[src/rtl/core/kec_pkg.sv]
// ----------------------------------------------------------------------------
// kec_pkg: shared types and constants of the key entropy checker
// Request and result structs, status and register codes, and the
// elaboration-time builder of the c*log2(c) table.
// ----------------------------------------------------------------------------
package kec_pkg;

  localparam int unsigned BYTE_W       = 8;
  localparam int unsigned NUM_BINS     = 256;
  localparam int unsigned CFG_IDX_W    = 2;
  localparam int unsigned CFG_DATA_W   = 9;
  localparam int unsigned ZERO_TOTAL_W = 6;
  // 32 * entropy deficit against ratio * n: entropy/8 in 1/256 units
  localparam int unsigned RATIO_SHIFT  = 5;

  localparam logic [CFG_DATA_W-1:0] MIN_RATIO_RST  = 9'd128;
  localparam logic [CFG_DATA_W-1:0] ZERO_LIMIT_RST = 9'd8;

  typedef enum logic [1:0] {
    STATUS_VALID       = 2'd0,
    STATUS_BAD_LENGTH  = 2'd1,
    STATUS_ZERO_BYTES  = 2'd2,
    STATUS_LOW_ENTROPY = 2'd3
  } status_e;

  typedef enum logic [CFG_IDX_W-1:0] {
    CFG_MIN_ENTROPY = 2'd0,
    CFG_ZERO_LIMIT  = 2'd1
  } cfg_idx_e;

  typedef struct packed {
    logic [BYTE_W-1:0] key_byte;
    logic              last_byte;
  } in_t;

  typedef struct packed {
    status_e                 status;
    logic [ZERO_TOTAL_W-1:0] zero_total;
  } out_t;

  // log2(c) with 32 fractional bits, bitwise squaring, truncating
  function automatic logic [63:0] log2_q32(input int unsigned c);
    logic [63:0] x;
    logic [63:0] frac;
    int unsigned k;
    int i;
    x    = '0;
    frac = '0;
    k    = 0;
    if (c <= 1) begin
      return '0;
    end
    for (i = 1; i < 32; i++) begin
      if ((c >> i) != 0) begin
        k = i;
      end
    end
    x = 64'(c) << (31 - k);
    for (i = 0; i < 32; i++) begin
      x    = (x * x) >> 31;
      frac = frac << 1;
      if (x >= 64'h0000_0001_0000_0000) begin
        frac[0] = 1'b1;
        x       = x >> 1;
      end
    end
    return (64'(k) << 32) | frac;
  endfunction

  // c*log2(c) rounded to frac_bits fractional bits
  function automatic logic [63:0] clog_entry(input int unsigned c,
                                             input int unsigned frac_bits);
    logic [63:0] p;
    p = '0;
    if (c <= 1) begin
      return '0;
    end
    p = 64'(c) * log2_q32(c);
    return (p + (64'd1 << (31 - frac_bits))) >> (32 - frac_bits);
  endfunction

endpackage

[src/rtl/core/kec_ram.sv]
// ----------------------------------------------------------------------------
// kec_ram: generic single-port-write, single-port-read RAM
// One write and one registered read per cycle, read enable holds the data.
// ----------------------------------------------------------------------------
module kec_ram #(
  parameter int unsigned WIDTH = 8,
  parameter int unsigned DEPTH = 256
) (
  input  logic                     clk_i,
  input  logic                     we_i,
  input  logic [$clog2(DEPTH)-1:0] waddr_i,
  input  logic [WIDTH-1:0]         wdata_i,
  input  logic                     re_i,
  input  logic [$clog2(DEPTH)-1:0] raddr_i,
  output logic [WIDTH-1:0]         rdata_o
);

  logic [WIDTH-1:0] mem_q [DEPTH];
  logic [WIDTH-1:0] rdata_q;

  always_ff @(posedge clk_i) begin
    if (we_i) begin
      mem_q[waddr_i] <= wdata_i;
    end
    if (re_i) begin
      rdata_q <= mem_q[raddr_i];
    end
  end

  assign rdata_o = rdata_q;

endmodule

[src/rtl/core/key_entropy_checker_core.sv]
// ----------------------------------------------------------------------------
// key_entropy_checker_core: byte histogram entropy check of a key
// Output: a key's last byte passes s1, then its status lands in the result
// register; it waits in s1 while an earlier status waits on the result channel.
// Throughput: 1 byte per cycle unless a last byte waits in s1, bound by the
// bin count RAM read-modify-write (read at request time, written back from s1 with forwarding).
// Reset: control state, counts and registers go to their defaults at once;
// bin counts are not cleared, per-bin used flags mark them invalid.
// ----------------------------------------------------------------------------
module key_entropy_checker_core #(
  parameter int unsigned KEY_BYTES = 32,
  parameter int unsigned FRAC_BITS = 16
) (
  input  logic                             clk_i,
  input  logic                             rst_ni,
  input  logic                             in_valid_i,
  output logic                             in_ready_o,
  input  kec_pkg::in_t                     in_data_i,
  output logic                             out_valid_o,
  input  logic                             out_ready_i,
  output kec_pkg::out_t                    out_data_o,
  input  logic                             cfg_valid_i,
  output logic                             cfg_ready_o,
  input  logic [kec_pkg::CFG_IDX_W-1:0]    cfg_index_i,
  input  logic [kec_pkg::CFG_DATA_W-1:0]   cfg_data_i
);

  localparam int unsigned CNT_MAX   = KEY_BYTES + 1;
  localparam int unsigned CNT_W     = $clog2(KEY_BYTES + 2);
  localparam int unsigned TAB_DEPTH = 2 ** CNT_W;
  localparam int unsigned TAB_W     = CNT_W + $clog2(CNT_W) + FRAC_BITS + 1;
  localparam int unsigned SUM_W     = TAB_W + kec_pkg::BYTE_W;
  localparam int unsigned REM_W     = SUM_W + 1;
  localparam int unsigned NB_W      = $clog2(KEY_BYTES + 1);
  localparam int unsigned R_W       = kec_pkg::CFG_DATA_W + NB_W + FRAC_BITS;
  localparam int unsigned CMP_W     = REM_W + kec_pkg::RATIO_SHIFT + R_W;
  localparam int unsigned LIM_W     = CNT_W + kec_pkg::CFG_DATA_W;
  localparam int unsigned ZX_W      = CNT_W + kec_pkg::ZERO_TOTAL_W;
  localparam int unsigned BYTE_W    = kec_pkg::BYTE_W;

  localparam logic [CNT_W-1:0] CNT_SAT  = CNT_W'(CNT_MAX);
  localparam logic [CNT_W-1:0] CNT_KEY  = CNT_W'(KEY_BYTES);
  localparam logic [TAB_W-1:0] T_FULL   = TAB_W'(kec_pkg::clog_entry(KEY_BYTES, FRAC_BITS));
  localparam logic signed [REM_W-1:0] REM_RST = $signed(REM_W'(T_FULL));

  // per-count increment of c*log2(c), zero once a bin is saturated
  logic [TAB_W-1:0] delta_tab [TAB_DEPTH];

  for (genvar g = 0; g < TAB_DEPTH; g++) begin : g_delta
    if (g < CNT_MAX) begin : g_step
      localparam logic [63:0] TLO = kec_pkg::clog_entry(g, FRAC_BITS);
      localparam logic [63:0] THI = kec_pkg::clog_entry(g + 1, FRAC_BITS);
      assign delta_tab[g] = TAB_W'(THI - TLO);
    end else begin : g_sat
      assign delta_tab[g] = '0;
    end
  end

  // registers
  logic [kec_pkg::CFG_DATA_W-1:0] ratio_q, ratio_d;
  logic [kec_pkg::CFG_DATA_W-1:0] zlim_q, zlim_d;
  logic                           s1_valid_q, s1_valid_d;
  kec_pkg::in_t                   s1_q, s1_d;
  logic [kec_pkg::NUM_BINS-1:0]   used_q, used_d;
  logic [CNT_W-1:0]               bt_q, bt_d;
  logic [CNT_W-1:0]               zc_q, zc_d;
  logic signed [REM_W-1:0]        rem_q, rem_d;
  logic [BYTE_W-1:0]              fw_byte_q, fw_byte_d;
  logic [CNT_W-1:0]               fw_cnt_q, fw_cnt_d;
  logic                           out_valid_q, out_valid_d;
  kec_pkg::out_t                  out_q, out_d;

  // datapath
  logic              in_acc;
  logic              s1_adv;
  logic [CNT_W-1:0]  ram_rdata;
  logic [CNT_W-1:0]  old_cnt;
  logic [CNT_W-1:0]  new_cnt;
  logic [TAB_W-1:0]  delta;
  logic              zero_over;
  logic              low_ent;
  logic [R_W-1:0]    rhs;
  logic [CMP_W-1:0]  lhs_base;
  logic [CMP_W-1:0]  lhs;
  logic [ZX_W-1:0]   zc_ext;
  kec_pkg::status_e  status;

  assign s1_adv      = s1_valid_q && (!s1_q.last_byte || !out_valid_q || out_ready_i);
  assign in_ready_o  = !s1_valid_q || s1_adv;
  assign in_acc      = in_valid_i && in_ready_o;
  assign cfg_ready_o = 1'b1;

  kec_ram #(
    .WIDTH (CNT_W),
    .DEPTH (kec_pkg::NUM_BINS)
  ) u_bins (
    .clk_i   (clk_i),
    .we_i    (s1_adv),
    .waddr_i (s1_q.key_byte),
    .wdata_i (new_cnt),
    .re_i    (in_acc),
    .raddr_i (in_data_i.key_byte),
    .rdata_o (ram_rdata)
  );

  // bin lookup: unused bins count zero, last write wins over stale read data
  always_comb begin
    if (!used_q[s1_q.key_byte]) begin
      old_cnt = '0;
    end else if (fw_byte_q == s1_q.key_byte) begin
      old_cnt = fw_cnt_q;
    end else begin
      old_cnt = ram_rdata;
    end
    new_cnt = (old_cnt < CNT_SAT) ? old_cnt + 1'b1 : old_cnt;
    delta   = delta_tab[old_cnt];
  end

  // running counts after this byte
  always_comb begin
    bt_d  = (bt_q < CNT_SAT) ? bt_q + 1'b1 : bt_q;
    zc_d  = zc_q;
    if ((s1_q.key_byte == '0) && (zc_q < CNT_SAT)) begin
      zc_d = zc_q + 1'b1;
    end
    rem_d = rem_q - $signed(REM_W'(delta));
  end

  // verdict
  always_comb begin
    rhs       = (R_W'(ratio_q) * R_W'(KEY_BYTES)) << FRAC_BITS;
    zero_over = LIM_W'(zc_d) > LIM_W'(zlim_q);
    lhs_base  = CMP_W'($unsigned(rem_d));
    lhs       = lhs_base << kec_pkg::RATIO_SHIFT;
    // negative remainder means the deficit clamps to zero
    if (rem_d[REM_W-1]) begin
      low_ent = (rhs != '0);
    end else begin
      low_ent = lhs < CMP_W'(rhs);
    end
    if (bt_d != CNT_KEY) begin
      status = kec_pkg::STATUS_BAD_LENGTH;
    end else if (zero_over) begin
      status = kec_pkg::STATUS_ZERO_BYTES;
    end else if (low_ent) begin
      status = kec_pkg::STATUS_LOW_ENTROPY;
    end else begin
      status = kec_pkg::STATUS_VALID;
    end
    zc_ext = ZX_W'(zc_d);
  end

  // next state
  always_comb begin
    ratio_d     = ratio_q;
    zlim_d      = zlim_q;
    s1_valid_d  = s1_valid_q;
    s1_d        = s1_q;
    used_d      = used_q;
    fw_byte_d   = fw_byte_q;
    fw_cnt_d    = fw_cnt_q;
    out_valid_d = out_valid_q;
    out_d       = out_q;

    if (cfg_valid_i) begin
      case (cfg_index_i)
        kec_pkg::CFG_MIN_ENTROPY: ratio_d = cfg_data_i;
        kec_pkg::CFG_ZERO_LIMIT:  zlim_d  = cfg_data_i;
        default: ;
      endcase
    end

    if (out_ready_i) begin
      out_valid_d = 1'b0;
    end

    if (in_acc) begin
      s1_valid_d = 1'b1;
      s1_d       = in_data_i;
    end else if (s1_adv) begin
      s1_valid_d = 1'b0;
    end

    if (s1_adv) begin
      fw_byte_d = s1_q.key_byte;
      fw_cnt_d  = new_cnt;
      if (s1_q.last_byte) begin
        used_d           = '0;
        out_valid_d      = 1'b1;
        out_d.status     = status;
        out_d.zero_total = zc_ext[kec_pkg::ZERO_TOTAL_W-1:0];
      end else begin
        used_d[s1_q.key_byte] = 1'b1;
      end
    end
  end

  always_ff @(posedge clk_i or negedge rst_ni) begin
    if (!rst_ni) begin
      ratio_q     <= kec_pkg::MIN_RATIO_RST;
      zlim_q      <= kec_pkg::ZERO_LIMIT_RST;
      s1_valid_q  <= 1'b0;
      used_q      <= '0;
      bt_q        <= '0;
      zc_q        <= '0;
      rem_q       <= REM_RST;
      out_valid_q <= 1'b0;
    end else begin
      ratio_q     <= ratio_d;
      zlim_q      <= zlim_d;
      s1_valid_q  <= s1_valid_d;
      used_q      <= used_d;
      out_valid_q <= out_valid_d;
      if (s1_adv) begin
        if (s1_q.last_byte) begin
          bt_q  <= '0;
          zc_q  <= '0;
          rem_q <= REM_RST;
        end else begin
          bt_q  <= bt_d;
          zc_q  <= zc_d;
          rem_q <= rem_d;
        end
      end
    end
  end

  always_ff @(posedge clk_i) begin
    s1_q      <= s1_d;
    fw_byte_q <= fw_byte_d;
    fw_cnt_q  <= fw_cnt_d;
    out_q     <= out_d;
  end

  assign out_valid_o = out_valid_q;
  assign out_data_o  = out_q;

endmodule

[config.mk]
export PLATFORM = sky130hd
export DESIGN_NAME = key_entropy_checker_core
export DESIGN_NICKNAME = d
export VERILOG_FILES = /design/src/rtl/core/kec_pkg.sv /design/src/rtl/core/kec_ram.sv /design/src/rtl/core/key_entropy_checker_core.sv
export SDC_FILE = /design/constraint.sdc
export NUM_CORES = 2
export LEC_CHECK = 0
export BUFFER_PORTS_ARGS = -buffer_cell sky130_fd_sc_hd__buf_2
export CAP_MARGIN = 15
export CORE_ASPECT_RATIO = 1.5
export CORE_MARGIN = 4
export CORE_UTILIZATION = 30
export CTS_CLUSTER_DIAMETER = 40
export CTS_CLUSTER_SIZE = 40
export DETAILED_ROUTE_END_ITERATION = 16
export RECOVER_POWER = 25
export SLEW_MARGIN = 5
export SYNTH_ARGS = -nofsm -noshare
export SYNTH_HDL_FRONTEND = slang
export SYNTH_HIERARCHICAL = 1
export SYNTH_SLANG_ARGS = --single-unit
[constraint.sdc]
create_clock -name clk_i -period 36.2 [get_ports clk_i]
set_input_delay 5.43 -clock clk_i [delete_from_list [all_inputs] [get_ports clk_i]]
set_output_delay 5.43 -clock clk_i [all_outputs]
set_load 0.005 [all_outputs]
# Word level (Yosys, flattened, before mapping)
# Memory sizes are Yosys's and may differ from the RTL's. A register that Yosys moved wholly into a read port is not among the register bits.
# Index checks and enable logic that the tools add are counted.
# op_classes
bitwise_logic	2
muxes	25
eq_ne	3
magnitude_cmp	8
addsub	4
n_reduce_logical	17
# ops
op	count
$mux 256	1
$or 256x256->256	1
$mux 26	2
$mux 6	7
$lt 40x30->1	1
$mux 35	1
$sub 35x27->35	1
$reduce_bool 31->1	1
$add 6x1->6 const B	3
$lt 6x6->1 const B	3
$mux 1	10
$gt 6x9->1	1
$lt 8x9->1 const B	1
$bmux 1 s8	1
$demux 1 s8	1
$eq 8x8->1	1
$ge 8x1->1 const B	1
$logic_not 8->1	1
$ge 7x7->1 const B	1
$not 6->7	1
$ne 6x6->1 const B	1
$reduce_and 2->1	3
$logic_and 1x1->1	4
$mux 2	2
5 further kinds	9
# word_totals
regBits	354
output_inout_bits	11
mem_bits_ro	1664
mem_bits_rw	1536
mem_count	2
# mem_list
memory	words	width	read_ports	rd_ports_with_merged_regs	write_ports	line	rtl
(name not given)	64	26	1	0	0	key_entropy_checker_core.sv:116	delta = delta_tab[old_cnt];
u_bins.mem_q	256	6	1	1	1	kec_ram.sv:18	logic [WIDTH-1:0] mem_q [DEPTH];

# Logic depth before layout (Yosys ltp)
# logic_depth
ltp_word	12
mapped_depth	38
ltp_nobuf	32

# Hierarchy
# Netlist, hierarchy kept.
# by_module_without_submodules
module	instances	cells_each	area_per_inst_um2
kec_ram	1	2964	60133.9
key_entropy_checker_core	1	1907	18448.9

# Least setup slack after synthesis
# OpenSTA, ideal clock, no wires.
# synth_timing
path_type	reg2reg
start	register s1_q[1] (netlist bit)
end	register fw_cnt_q[0] (data pin)
arrival_time_ns	10.659
t_required_ns	34.546
path_slack_ns	23.887
path_stages_with_launch	17
path_buffers	5
setup_time_ns	1.654
period_less_slack_ns	12.313
cell_sequence	edfxtp_1 > buf_6 > buf_6 > mux4_2 > mux4_2 > a22oi_1 > o311ai_1 > nor4_2 > a41o_1 > buf_6 > nand2b_1 > ha_1 > clkbuf_1 > a31oi_1 > nor2b_1 > buf_2 > xnor2_1
# synth_between
elab_chain_cells	5
# synth_rtl
element	line	rtl
start: declaration	key_entropy_checker_core.sv:63	kec_pkg::in_t s1_q, s1_d;
start signal: assignment	key_entropy_checker_core.sv:229	s1_q <= s1_d;
$bmux 1 s8 or $eq 8x8->1 (tied branches)	key_entropy_checker_core.sv:108, key_entropy_checker_core.sv:110	
$mux 1 (implied by the code) or $mux 6 (tied branches)	key_entropy_checker_core.sv:108, key_entropy_checker_core.sv:110	
$mux 6 *	key_entropy_checker_core.sv:108	if (!used_q[s1_q.key_byte]) begin
$add 6x1->6 or $lt 6x6->1 (tied branches)	key_entropy_checker_core.sv:115	new_cnt = (old_cnt < CNT_SAT) ? old_cnt + 1'b1 : old_cnt;
$mux 6 *	key_entropy_checker_core.sv:115	
net new_cnt[0]	key_entropy_checker_core.sv:78	logic [CNT_W-1:0] new_cnt;
end signal: assignment	key_entropy_checker_core.sv:231	fw_cnt_q <= fw_cnt_d;
end: declaration	key_entropy_checker_core.sv:69	logic [CNT_W-1:0] fw_cnt_q, fw_cnt_d;
# Mark *: on every way through the listed nets, which the timed path passes. The rest lies on a longest branch. The select of a mux whose other input is x is not followed.
# A chain may end at the register's enable or synchronous reset.

# Worst setup path after layout
# layout_timing
start	register s1_q[2] (netlist bit)
end	memory u_bins/mem_q[229][5] (netlist bit) (data pin)
# layout_between
elab_chain_cells	5
# layout_rtl
element	line
$bmux 1 s8 or $eq 8x8->1 (tied branches)	key_entropy_checker_core.sv:108, key_entropy_checker_core.sv:110
$mux 1 (implied by the code) or $mux 6 (tied branches)	key_entropy_checker_core.sv:108, key_entropy_checker_core.sv:110
$mux 6 *	key_entropy_checker_core.sv:108
$add 6x1->6 or $lt 6x6->1 (tied branches)	key_entropy_checker_core.sv:115
$mux 6 *	key_entropy_checker_core.sv:115
net new_cnt[5]	key_entropy_checker_core.sv:78
end: declaration	kec_ram.sv:18
# Marked as above.

==> tab_implementation.tex <==
\begin{tabular}{lr}
\hline
Metric & Value \\
\hline
\multicolumn{2}{l}{\textbf{Timing}} \\
Least-Margin Pin Slew & 11.04 ns \\
Setup repair after global routing missed its margin & false \\
Max transition margin & -6.36 \\
Final clock skew & 0.132 ns \\
Fin. max-slew vios & 1,591 \\
Highest Clock Rate & 55.1 MHz \\
Post-layout min period & 18.15 ns \\
Final setup violation count & 0 \\
Sum of negative setup slack & 0 ns \\
Hold Violations, Final & 0 \\
Post-route fraction of the period consumed by the critical path & 0.501 \\
\multicolumn{2}{l}{\textbf{Floorplanning}} \\
Core footprint & 260,000 µm² \\
Number of primary I/O pins & 36 \\
Die outline height & 635 µm \\
Initial Utilization & 0.302 \\
Die Wd & 426 µm \\
Std cell rows & 229 \\
Die outline area & 270,000 µm² \\
\multicolumn{2}{l}{\textbf{Global route}} \\
Global-route wire length before repair & 306,000 µm \\
Number of global-route vias before repair & between 40k and 50k \\
Total track usage & 0.150 \\
Overflow left after global routing & 0 \\
Antenna violations before repair & 8 \\
Maximum number of pins on one net before global-route repair & 256 \\
\multicolumn{2}{l}{\textbf{Run status}} \\
Violations in the final reports & capacitance limit, slew limit \\
Status & finished, violations left \\
\multicolumn{2}{l}{\textbf{Clock network}} \\
CTS clk-pin slew, worst paths & 0.07 ns \\
Buffer cell driving the clock tree root & clkbuf\_16 \\
Insertion delay to the later sink of the worst-skew pair & between 0.8 and 0.9 ns \\
Count of hold buffers inserted by post-cts repair & 0 \\
Deepest level of the CTS H-tree & 4 \\
Sink count of the clock tree & about 1.9k \\
TritonCTS clock tree & yes \\
Post-CTS setup-driven buffer insertion count & 0 \\
Post-cts repair resize count & 0 \\
Max clock buf depth & 4 \\
Clock buffers created by TritonCTS & 170 \\
\multicolumn{2}{l}{\textbf{Pwr}} \\
Combinational cell fraction of total power & 0.105 \\
Cell Pwr Density & 55.1 nW/µm² \\
Clock power frac & 0.391 \\
Worst voltage drop across the vdd grid & approximately 34 µV \\
Sequential share of power & 0.505 \\
Int Pwr & approximately 3.6 mW \\
Net switching power figure & 1.26 mW \\
Total leakage power & 29.6 nW \\
Switching power share of the total & 0.259 \\
\multicolumn{2}{l}{\textbf{Routing}} \\
Number of violations reported at the end of detailed-routing iteration 0 & 4,583 \\
Total iterations of the first detailed-routing run & 6 \\
Wire length after detailed routing & 208,000 µm \\
Post-detailed-route via-to-cell ratio & 5.22 \\
Drt wl/cell & 24.5 µm \\
Detailed-route via count & 44.3k \\
Antenna violation net count after detailed routing & 0 \\
Number of design rule violations left after detail routing & 0 \\
\multicolumn{2}{l}{\textbf{Finish}} \\
Area of the multi-input gates & 21,700 µm² \\
Fill count & about 25k \\
Sequential cell area & 55,300 µm² \\
Layout-stage area growth over the synthesis result & 12.6\% \\
Nets & just under 5k \\
Final cell area excluding filler cells & about 89,000 µm² \\
Share of post-route cells with drive strength above 1 & 0.172 \\
Most common library cell in the layout ignoring fill and taps & edfxtp\_1 \\
Most frequent cells in the layout & edfxtp\_1, nor2\_1, mux4\_2, a21oi\_1, dfrtp\_1 \\
\multicolumn{2}{l}{\textbf{Logic synthesis}} \\
Cell count after synthesis & 4,871 \\
Synthesized area per cell & roughly 16 µm² \\
Most used DFF post-synth & edfxtp\_1 \\
Yosys Warn Count & 6 \\
Fraction of the yosys area taken by sequential cells & 0.704 \\
Count of flip-flops with a built-in enable after synthesis & 1,573 \\
Flip-flop and latch count after synthesis & 1,896 \\
Async set or reset register ratio after synthesis & 0.170 \\
Netlist Area Pre-Place & 78,600 µm² \\
Library cells used by synthesis & 81 \\
Synthesized Nets & between 4k and 5k \\
\multicolumn{2}{l}{\textbf{Critical path}} \\
Worst path arrival time & 17.59 ns \\
Maximum fanout count along the critical path & 173 \\
Startpoint type of the worst setup path & flop \\
Worst reg2reg endpoint & u\_bins/mem\_q[229][5] \\
Required time worst endpoint & 35.64 ns \\
Type of destination of the critical path & flop \\
Worst-case reg-to-reg path depth & 12 \\
R2R Path Start & s1\_q[2] \\
Register-to-register setup slack & 18.05 ns \\
CP Class & flop to flop \\
\multicolumn{2}{l}{\textbf{Place}} \\
Routability congestion estimate & just under 0.9 \\
Number of buffer cells added on primary ports & 34 \\
DPL Wire Length & between 100,000 and 150,000 µm \\
Cell area after placement & roughly 83,000 µm² \\
\multicolumn{2}{l}{\textbf{Min path}} \\
Worst hold path class & flop to flop \\
Number of stages on the worst hold path & 2 \\
Min-Delay Startpoint & rem\_q[5] \\
Hold path endpoint & rem\_q[5] \\
\multicolumn{2}{l}{\textbf{Run}} \\
Total of max-cap violations & 24 \\
\hline
\end{tabular}
per-layer routing:
layer / vias up / part of all wire / global-route usage / routed length, µm
met5: - / 0.00013 / 0 / 27
met4: 4 / 0.069 / 0.0865 / 14300
met3: 545 / 0.052 / 0.0203 / 10900
met2: 1566 / 0.52 / 0.265 / 107000
met1: 23053 / 0.36 / 0.173 / 75100
li1: 19083 / - / - / -
power by group through the flow:
| stage | Combinational (mW) | Clock, mW | Sequential (mW) |
|---|---|---|---|
| 6_report | 0.510 | 1.91 | 2.46 |
| 4_1_cts | 0.509 | 1.95 | 2.46 |
| 3_5_place_dp | 0.507 | 0 | 2.51 |
| 5_1_grt | 0.558 | 2.04 | 2.46 |
| 2_1_floorplan | 0.343 | 0 | 2.52 |
| 3_3_place_gp | 0.499 | 0 | 2.50 |
final cells by class:
class                      count  share of cell area
clock buffer                 182              0.0504
antenna                        4            0.000113
clock inverter               122              0.0170
multi-input combinational   2616               0.245
tap                         3465              0.0490
inverter                      47             0.00199
sequential                  1896               0.625
timing repair buffer         147              0.0110
logic make-up (layout without fill, tap and decap cells):
logic type / count (synthesis) / after routing / synth area share
AO/OA/AOI/OAI: 837 / 837 / 0.0666
XOR/XNOR: 44 / 44 / 0.00490
adder cells (fa/ha/maj): 49 / 49 / 0.00790
buffers and inverters: 359 / 498 / 0.0216
flip-flops: 1896 / 1896 / 0.704
multiplexers: 581 / 581 / 0.134
other: 1 / 5 / 0.0000477
AND/OR/NAND/NOR: 1104 / 1104 / 0.0614
flip-flops by register name, indices dropped and copies added, names as in the netlist, 6 cells and up:
register and flops:
u_bins/mem_q 1536, used_q 256, rem_q 35, ratio_q 9, s1_q 9, zlim_q 9, fw_byte_q 8, out_data_o 8
bt_q 6, fw_cnt_q 6, u_bins/rdata_o 6, zc_q 6
synth_stat cells, types with 46 or more instances:
master,number,area (µm²)
ha_1,48,601
mux2i_1,169,1690
buf_2,46,230
edfxtp_1,1573,47200
a22oi_1,104,781
dfrtp_1,319,7980
nand3_1,63,315
clkbuf_1,196,736
nor3_1,59,295
o21ai_0,109,546
a21oi_1,358,1790
nand2_1,173,649
nor2_1,630,2360
mux4_2,370,8330
through the flow:
stage                     hold WS, ns  setup WS (ns)  utilization  power, mW  std cells
after detailed placement        0.475          24.83        0.318       3.01       8164
final                           0.487          18.05        0.340       4.88       8479
after floorplan                 0.451          23.89            -       2.86       4871
after global placement          0.470          24.80        0.318       3.00       8160
after global routing            0.515          16.57        0.340       5.06       8476
after CTS                       0.493          24.83        0.341       4.92       8468
worst max-delay path by stage:
stage / from / end / slack (ns) / cells after the start
detailed placement: out_ready_i / in_ready_o / 24.83 / 4
finish: s1_q[2] / u_bins/mem_q[229][5] / 18.05 / 12
global route: s1_q[2] / u_bins/mem_q[229][5] / 16.57 / 12
floorplan: s1_q[1] / fw_cnt_q[0] / 23.89 / 16
CTS: out_ready_i / in_ready_o / 24.83 / 4
global placement: out_ready_i / in_ready_o / 24.80 / 4
worst max-delay path, stage by stage, from the launching register on:
cell and delay, ns:
edfxtp_1 0.32, clkbuf_1 2.43, clkbuf_1 2.90, mux2i_1 0.56, a22oi_1 0.32, nand4b_1 0.13
a31oi_1 0.30, nor4_2 0.07, a41o_1 0.27, clkbuf_1 0.74, a21oi_4 0.36, clkbuf_1 2.69
clkbuf_1 5.34
No activity file was read; power rests on OpenSTA's default activity.
